[config.mk]
export PLATFORM = sky130hd
export DESIGN_NAME = deque_with_key_lookup_unit
export DESIGN_NICKNAME = d
export VERILOG_FILES = /design/src/rtl/dkl_pkg.sv /design/src/rtl/dkl_cell.sv /design/src/rtl/deque_with_key_lookup_unit.sv
export SDC_FILE = /design/constraint.sdc
export NUM_CORES = 2
export LEC_CHECK = 0
export BUFFER_PORTS_ARGS = -buffer_cell sky130_fd_sc_hd__buf_2
export CELL_PAD_IN_SITES_DETAIL_PLACEMENT = 2
export CELL_PAD_IN_SITES_GLOBAL_PLACEMENT = 2
export CORE_UTILIZATION = 48
export CTS_BUF_LIST = sky130_fd_sc_hd__clkbuf_4 sky130_fd_sc_hd__clkbuf_8 sky130_fd_sc_hd__clkbuf_16
export CTS_CLUSTER_DIAMETER = 200
export DETAILED_ROUTE_END_ITERATION = 10
export PLACE_DENSITY = 0.92
export SLEW_MARGIN = 20
export SYNTH_ARGS = -nofsm -noshare
export SYNTH_HDL_FRONTEND = slang
export SYNTH_SLANG_ARGS = --single-unit
export TNS_END_PERCENT = 1
[constraint.sdc]
create_clock -name clk -period 15.5 [get_ports clk]
set_input_delay 1.55 -clock clk [delete_from_list [all_inputs] [get_ports clk]]
set_output_delay 1.55 -clock clk [all_outputs]
set_load 0.01 [all_outputs]
[src/rtl/dkl_pkg.sv]
// Shared types and constants for the double-ended queue with key lookup.
package dkl_pkg;

  localparam int DEPTH   = 16;
  localparam int IDX_W   = $clog2(DEPTH);
  localparam int OCC_W   = $clog2(DEPTH + 1);
  localparam int COUNT_W = 5;

  typedef enum logic [3:0] {
    CMD_PUSH_FRONT    = 4'd0,
    CMD_PUSH_BACK     = 4'd1,
    CMD_PEEK_FRONT    = 4'd2,
    CMD_PEEK_BACK     = 4'd3,
    CMD_LOOKUP        = 4'd4,
    CMD_REMOVE_HANDLE = 4'd5,
    CMD_POP_FRONT     = 4'd6,
    CMD_POP_BACK      = 4'd7,
    CMD_CLEAR         = 4'd8
  } cmd_t;

  localparam logic [1:0] ST_OK   = 2'd0;
  localparam logic [1:0] ST_NONE = 2'd1;
  localparam logic [1:0] ST_FULL = 2'd2;

  typedef enum logic [2:0] {
    OP_NONE,
    OP_SHIFT_IN,
    OP_LOAD_AT,
    OP_FIRST,
    OP_LAST,
    OP_SEARCH_KEY,
    OP_SEARCH_HANDLE
  } op_t;

  typedef struct packed {
    logic [15:0] handle;
    logic [7:0]  kind;
    logic [31:0] cookie;
  } entry_t;

  typedef struct packed {
    logic             en;
    op_t              op;
    logic             remove;
    logic [OCC_W-1:0] occ;
    entry_t           key;
  } cell_ctrl_t;

endpackage

[src/rtl/dkl_cell.sv]
// One queue slot: holds an entry, compares it and shifts it with its neighbours.
module dkl_cell (
  input  logic                    clk,
  input  dkl_pkg::cell_ctrl_t     ctrl,
  input  logic [dkl_pkg::IDX_W-1:0] idx,
  input  dkl_pkg::entry_t         left_ent,
  input  dkl_pkg::entry_t         right_ent,
  input  logic                    hit_in,
  input  dkl_pkg::entry_t         sel_in,
  output dkl_pkg::entry_t         ent,
  output logic                    hit_out,
  output dkl_pkg::entry_t         sel_out
);

  dkl_pkg::entry_t ent_r;
  dkl_pkg::entry_t ent_nxt;
  logic [dkl_pkg::OCC_W-1:0] pos;
  logic live;
  logic is_tail;
  logic sel_self;

  assign pos     = dkl_pkg::OCC_W'(idx);
  assign live    = pos < ctrl.occ;
  assign is_tail = (pos + dkl_pkg::OCC_W'(1)) == ctrl.occ;

  always_comb begin
    case (ctrl.op)
      dkl_pkg::OP_FIRST:      sel_self = live && (pos == '0);
      dkl_pkg::OP_LAST:       sel_self = live && is_tail;
      dkl_pkg::OP_SEARCH_KEY: sel_self = live && !hit_in &&
                                         (ent_r.kind == ctrl.key.kind) &&
                                         (ent_r.cookie == ctrl.key.cookie);
      dkl_pkg::OP_SEARCH_HANDLE: sel_self = live && !hit_in &&
                                            (ent_r.handle == ctrl.key.handle);
      default:                sel_self = 1'b0;
    endcase
  end

  assign hit_out = hit_in | sel_self;
  assign sel_out = sel_self ? ent_r : sel_in;
  assign ent     = ent_r;

  always_comb begin
    ent_nxt = ent_r;
    if (ctrl.en) begin
      case (ctrl.op)
        dkl_pkg::OP_SHIFT_IN: ent_nxt = left_ent;
        dkl_pkg::OP_LOAD_AT: begin
          if (pos == ctrl.occ) ent_nxt = ctrl.key;
        end
        default: begin
          if (ctrl.remove && hit_out) ent_nxt = right_ent;
        end
      endcase
    end
  end

  always_ff @(posedge clk) begin
    ent_r <= ent_nxt;
  end

endmodule

[src/rtl/deque_with_key_lookup_unit.sv]
// Top level of the double-ended queue with key lookup.
// The queue holds up to DEPTH entries of handle, kind and cookie, head in
// slot 0, in a row of cells that shift towards the head or the tail.
// Commands arrive on the in_ channel and each yields exactly one result
// transaction on the out_ channel with a status, the entry concerned and
// the entry count after the command.
// Every command, searches included, is done in the cycle it is accepted:
// each cell compares its own entry and a first-match chain runs along the
// row, so the result is in the output register in the following cycle.
// Throughput is one transaction per cycle while out_ready is high.
// When the receiver stalls, the result holds in the output register and a
// new command is accepted in the same cycle the result is taken.
// Reset empties the queue and drops any pending result; slot contents are
// not cleared and need not be, as only occupied slots are ever read.
module deque_with_key_lookup_unit (
  input  logic        clk,
  input  logic        rst_n,
  input  logic        in_valid,
  output logic        in_ready,
  input  logic [3:0]  in_cmd,
  input  logic [15:0] in_handle,
  input  logic [7:0]  in_entry_kind,
  input  logic [31:0] in_cookie,
  input  logic        in_take,
  output logic        out_valid,
  input  logic        out_ready,
  output logic [1:0]  out_status,
  output logic [15:0] out_handle_out,
  output logic [7:0]  out_kind_out,
  output logic [31:0] out_cookie_out,
  output logic [4:0]  out_count
);

  localparam int N = dkl_pkg::DEPTH;

  logic accept;
  logic [dkl_pkg::OCC_W-1:0] occ_r, occ_nxt;
  logic out_valid_r, out_valid_nxt;
  logic [1:0] status_r, status_nxt;
  dkl_pkg::entry_t res_r;
  logic [dkl_pkg::COUNT_W-1:0] count_r;
  logic full;
  logic found;
  dkl_pkg::cell_ctrl_t ctrl;
  dkl_pkg::entry_t cell_ent [N];
  logic hit_chain [N+1];
  dkl_pkg::entry_t sel_chain [N+1];

  assign in_ready = !out_valid_r || out_ready;
  assign accept   = in_valid && in_ready;
  assign full     = occ_r == dkl_pkg::OCC_W'(N);

  always_comb begin
    ctrl.en         = accept;
    ctrl.op         = dkl_pkg::OP_NONE;
    ctrl.remove     = 1'b0;
    ctrl.occ        = occ_r;
    ctrl.key.handle = in_handle;
    ctrl.key.kind   = in_entry_kind;
    ctrl.key.cookie = in_cookie;
    case (dkl_pkg::cmd_t'(in_cmd))
      dkl_pkg::CMD_PUSH_FRONT: if (!full) ctrl.op = dkl_pkg::OP_SHIFT_IN;
      dkl_pkg::CMD_PUSH_BACK:  if (!full) ctrl.op = dkl_pkg::OP_LOAD_AT;
      dkl_pkg::CMD_PEEK_FRONT: ctrl.op = dkl_pkg::OP_FIRST;
      dkl_pkg::CMD_PEEK_BACK:  ctrl.op = dkl_pkg::OP_LAST;
      dkl_pkg::CMD_POP_FRONT: begin
        ctrl.op     = dkl_pkg::OP_FIRST;
        ctrl.remove = 1'b1;
      end
      dkl_pkg::CMD_POP_BACK: begin
        ctrl.op     = dkl_pkg::OP_LAST;
        ctrl.remove = 1'b1;
      end
      dkl_pkg::CMD_LOOKUP: begin
        ctrl.op     = dkl_pkg::OP_SEARCH_KEY;
        ctrl.remove = in_take;
      end
      dkl_pkg::CMD_REMOVE_HANDLE: begin
        ctrl.op     = dkl_pkg::OP_SEARCH_HANDLE;
        ctrl.remove = 1'b1;
      end
      default: ctrl.op = dkl_pkg::OP_NONE;
    endcase
  end

  assign hit_chain[0] = 1'b0;
  assign sel_chain[0] = '0;

  for (genvar g = 0; g < N; g++) begin : g_cell
    dkl_pkg::entry_t left_ent;
    dkl_pkg::entry_t right_ent;
    if (g == 0) begin : g_head
      assign left_ent = ctrl.key;
    end else begin : g_mid
      assign left_ent = cell_ent[g-1];
    end
    if (g == N - 1) begin : g_tail
      assign right_ent = '0;
    end else begin : g_body
      assign right_ent = cell_ent[g+1];
    end
    dkl_cell u_cell (
      .clk       (clk),
      .ctrl      (ctrl),
      .idx       (dkl_pkg::IDX_W'(g)),
      .left_ent  (left_ent),
      .right_ent (right_ent),
      .hit_in    (hit_chain[g]),
      .sel_in    (sel_chain[g]),
      .ent       (cell_ent[g]),
      .hit_out   (hit_chain[g+1]),
      .sel_out   (sel_chain[g+1])
    );
  end

  assign found = hit_chain[N];

  always_comb begin
    occ_nxt    = occ_r;
    status_nxt = dkl_pkg::ST_OK;
    case (dkl_pkg::cmd_t'(in_cmd))
      dkl_pkg::CMD_PUSH_FRONT, dkl_pkg::CMD_PUSH_BACK: begin
        if (full) status_nxt = dkl_pkg::ST_FULL;
        else occ_nxt = occ_r + dkl_pkg::OCC_W'(1);
      end
      dkl_pkg::CMD_PEEK_FRONT, dkl_pkg::CMD_PEEK_BACK, dkl_pkg::CMD_POP_FRONT,
      dkl_pkg::CMD_POP_BACK, dkl_pkg::CMD_LOOKUP, dkl_pkg::CMD_REMOVE_HANDLE: begin
        if (!found) status_nxt = dkl_pkg::ST_NONE;
        else if (ctrl.remove) occ_nxt = occ_r - dkl_pkg::OCC_W'(1);
      end
      dkl_pkg::CMD_CLEAR: occ_nxt = '0;
      default: occ_nxt = occ_r;
    endcase
  end

  always_comb begin
    out_valid_nxt = out_valid_r;
    if (accept) out_valid_nxt = 1'b1;
    else if (out_ready) out_valid_nxt = 1'b0;
  end

  always_ff @(posedge clk) begin
    if (!rst_n) begin
      occ_r       <= '0;
      out_valid_r <= 1'b0;
    end else begin
      out_valid_r <= out_valid_nxt;
      if (accept) occ_r <= occ_nxt;
    end
  end

  always_ff @(posedge clk) begin
    if (accept) begin
      status_r <= status_nxt;
      res_r    <= sel_chain[N];
      count_r  <= dkl_pkg::COUNT_W'(occ_nxt);
    end
  end

  assign out_valid      = out_valid_r;
  assign out_status     = status_r;
  assign out_handle_out = res_r.handle;
  assign out_kind_out   = res_r.kind;
  assign out_cookie_out = res_r.cookie;
  assign out_count      = count_r;

endmodule

==> impl_metrics.csv <==
group,metric,value,unit
timing,fin_tns_setup,0,ps
routing,drt-pass1-iter-count,11,
routing,wl_per_cell,51.0,um
worst_setup_path,crit_top_cell,"buf_4",
grt,grt_pass1_wl,465000,um
worst_setup_path,crit_path_cell_trace,"buf_2 > buf_4 > nand2_1 > nor2_1 > nand3_2 > buf_4 > o21ai_0 > a21o_1 > or3_1 > nor4_1 > a21bo_2 > buf_4 > nor2_4 > buf_4 > o21a_1 > a211oi_1 > a211oi_1",
worst_setup_path,max_stage_delay,1160,ps
power_and_ir_drop,pwr_density_cell,103,nW/um2
timing,whs,562,ps
floorplan,rows,128,
timing,worst_pin_slew,1390,ps
place,port_buffers,129,
logic_synthesis,synth.most_common_cell,"edfxtp_1",
clock_network,cts_post_setup_buffers_inserted,0,
worst_setup_path,reg2reg_depth,15,
logic_synthesis,synth_area_per_cell,11.6,um2
timing,period_share,52.4,%
place,dp_hpwl,208000,um
logic_synthesis,ys_async_sr_fraction,0,%
worst_setup_path,end_kind,"flop",
clock_network,cts.reportedPaths.clkPinSlew,60,ps
logic_synthesis,synth.net_count,5139,
routing,first_iter_violations,13703,
routing,wirelength,333000,um
routing,postRouteAntennaNets,0,
floorplan,dieArea,124000,um2
worst_setup_path,reg2reg_to,"out_cookie_out[4]",
logic_synthesis,ys_types,89,
grt,grt-ovfl-total,0,
timing,hold_viol_final,0,
outcome,status,"finished with violations",
worst_setup_path,required,15970,ps
clock_network,cts_buffers,113,
worst_setup_path,path_delay_family,"simple AND/OR/NAND/NOR gates",
timing,fmax,0.123,GHz
clock_network,holdBufCountCts,0,
timing,layout_min_cycle_time,8120,ps
floorplan,io_pins,130,
logic_synthesis,syn-instance-count,5069,
worst_setup_path,cp_slowest_cell,"nor4_1",
place,gp_congestion,1.03,
timing,fin_skew,42.9,ps
floorplan,die_x,352,um
worst_setup_path,startpoint_type,"input pin",
flow_run,cap_viol_max_count,0,
floorplan,start_util,48.3,%
outcome,violations,"DRC",
routing,vias,57515,
logic_synthesis,synth_seq_cells,965,
timing,rsz0062_at_grt,"no",
logic_synthesis,ys.warnings.count,0,
power_and_ir_drop,ir_worst_vdd,0.0900,mV
power_and_ir_drop,power.leakage,0.0221,uW
worst_setup_path,path_class,"input pin to flop",
grt,grt_pass1_vias,56054,
final_layout,drive_gt1_share,9.75,%
grt,grt_util_all_layers,52.0,%
logic_synthesis,yosys-top-cells-count,"959 x edfxtp_1, 844 x a221o_1, 501 x xor2_1",
timing,slew_headroom,6.51,%
floorplan,die_h,352,um
logic_synthesis,synth_top_area_share,48.9,%
clock_network,root_buffer,"clkbuf_16",
clock_network,clockBufferDepth,3,
worst_setup_path,r2r-start,"occ_r[1]",
routing,vias_per_cell,8.80,
clock_network,clk_latency,770,ps
worst_setup_path,critPathMaxFanout,72,
hold_path,hold_path_class,"flop to flop",
logic_synthesis,syn_area,58800,um2
worst_setup_path,worst_ep_arrival_time,8580,ps
final_layout,syn_to_final_growth,7.92,%
logic_synthesis,ys.flop_type,"edfxtp_1",
timing,final-setup-viol-count,0,
grt,grt_max_degree,212,
hold_path,hold_start,"out_valid",
floorplan,core,122000,um2
logic_synthesis,synth_area_leaders,"edfxtp_1 49%, a221o_1 14%, xor2_1 7.5%, xnor2_1 5.9%, clkbuf_1 2.5%",
hold_path,holdPathEnd,"out_valid",
clock_network,cts_sinks,965,
clock_network,htreeDepth,3,
logic_synthesis,yosys.area.top_type,"edfxtp_1",
routing,drc_errors,8,
grt,grt_antenna_before_repair,16,
timing,finalMaxSlewViolations,0,
clock_network,cts_resized,0,
logic_synthesis,seq_area_frac_synth,49.2,%
final_layout,final_net_count,4880,
logic_synthesis,synth_edf_count,959,
final_layout,n_fill_cell,11555,
hold_path,hold_depth,2,
worst_setup_path,rrSetupSlack,8070,ps
clock_network,cts_tree,"built",
worst_setup_path,path_buf_inv,5,
[routing by layer]
layer  global-route usage, %  routed length [um]  vias to the layer above
met1                    65.1              110000                    28421
met3                    20.6               56600                     1949
li1                        -                   -                    19933
met2                    72.5              134000                     7188
met5                   0.923                 305                        -
met4                    37.5               32500                       24
[report_power, final]
group          leakage [uW]  switching (uW)  internal, uW  total, uW
combinational        0.0114             509           210        719
clock               0.00178            1300          1510       2810
sequential          0.00887            86.1          2930       3020
total                0.0221            1890          4650       6550
[state kept, by name, indices dropped and copies added (netlist names)]
name and count:
out_valid 1, out_handle_out 16, out_count 5, occ_r 5, out_status 2, g_cell.u_cell.ent 896, out_cookie_out 32, out_kind_out 8
[cells in the final DEF, fill, tap and decap left out, types with 13 or more instances in the layout]
master,n
a2111o_1,32
a211o_1,16
a211oi_1,49
a21o_1,74
a21oi_1,129
a221o_1,844
a221oi_1,28
a222oi_1,59
a22o_1,89
a22oi_1,23
a31oi_1,19
and3_1,60
buf_2,130
buf_4,81
clkbuf_16,115
clkbuf_4,21
clkinv_1,30
clkinv_2,25
edfxtp_1,959
inv_1,41
nand2_1,310
nand3_1,35
nand4_1,127
nor2_1,169
nor3_1,44
nor3_2,13
nor4_1,142
o2111ai_1,16
o211ai_1,41
o21ai_0,46
o22ai_1,16
or4_1,21
xnor2_1,389
xor2_1,496
[tightest hold or removal path: stages (launching register included)]
cell,delay [ps]
dfxtp_1,310
nand2b_1,110
a21boi_0,90
[final cells by class]
| cell class | count | area [um2] | area share, % |
|---|---|---|---|
| diodes | 8 | 20.0 | 0.0315 |
| clock buffers | 137 | 3060 | 4.82 |
| clock inverters | 70 | 515 | 0.812 |
| inverters | 42 | 159 | 0.250 |
| multi-input cells | 3471 | 27400 | 43.2 |
| flip-flops and latches | 965 | 28900 | 45.5 |
| well taps | 1625 | 2030 | 3.20 |
| repair buffers | 217 | 1350 | 2.13 |
[worst max path at each step]
stage / start / end / cells after the start
final: in_cmd[0] / out_cookie_out[4] / 17
after global routing: in_cmd[0] / out_cookie_out[6] / 17
after CTS: in_cmd[0] / out_kind_out[5] / 17
after detailed placement: in_cmd[0] / out_kind_out[5] / 17
after global placement: in_cmd[0] / out_kind_out[5] / 17
after floorplan: in_cookie[1] / g_cell[9].u_cell.ent[0] / 16
[logic make-up after synthesis]
| group | Yosys count | synth area share (%) |
|---|---|---|
| AO/OA/AOI/OAI | 1552 | 23.5 |
| XOR/XNOR | 898 | 13.4 |
| adder cells (fa/ha/maj) | 5 | 0.106 |
| buffers and inverters | 633 | 4.91 |
| flip-flops | 965 | 49.2 |
| multiplexers | 11 | 0.189 |
| AND/OR/NAND/NOR | 1005 | 8.76 |
[through the flow]
step	area [um2]	total power (uW)	utilization, %	setup slack [ps]	instances
after floorplan	58800	3430	-	6530	5069
after global placement	59700	3630	49.1	7810	6315
after detailed placement	59700	3680	49.1	7340	6315
after CTS	63300	6410	52.0	7780	6522
after global routing	63500	6560	52.2	7770	6529
final	63500	6550	52.2	7380	6535
(Power assumes the default switching activity.)
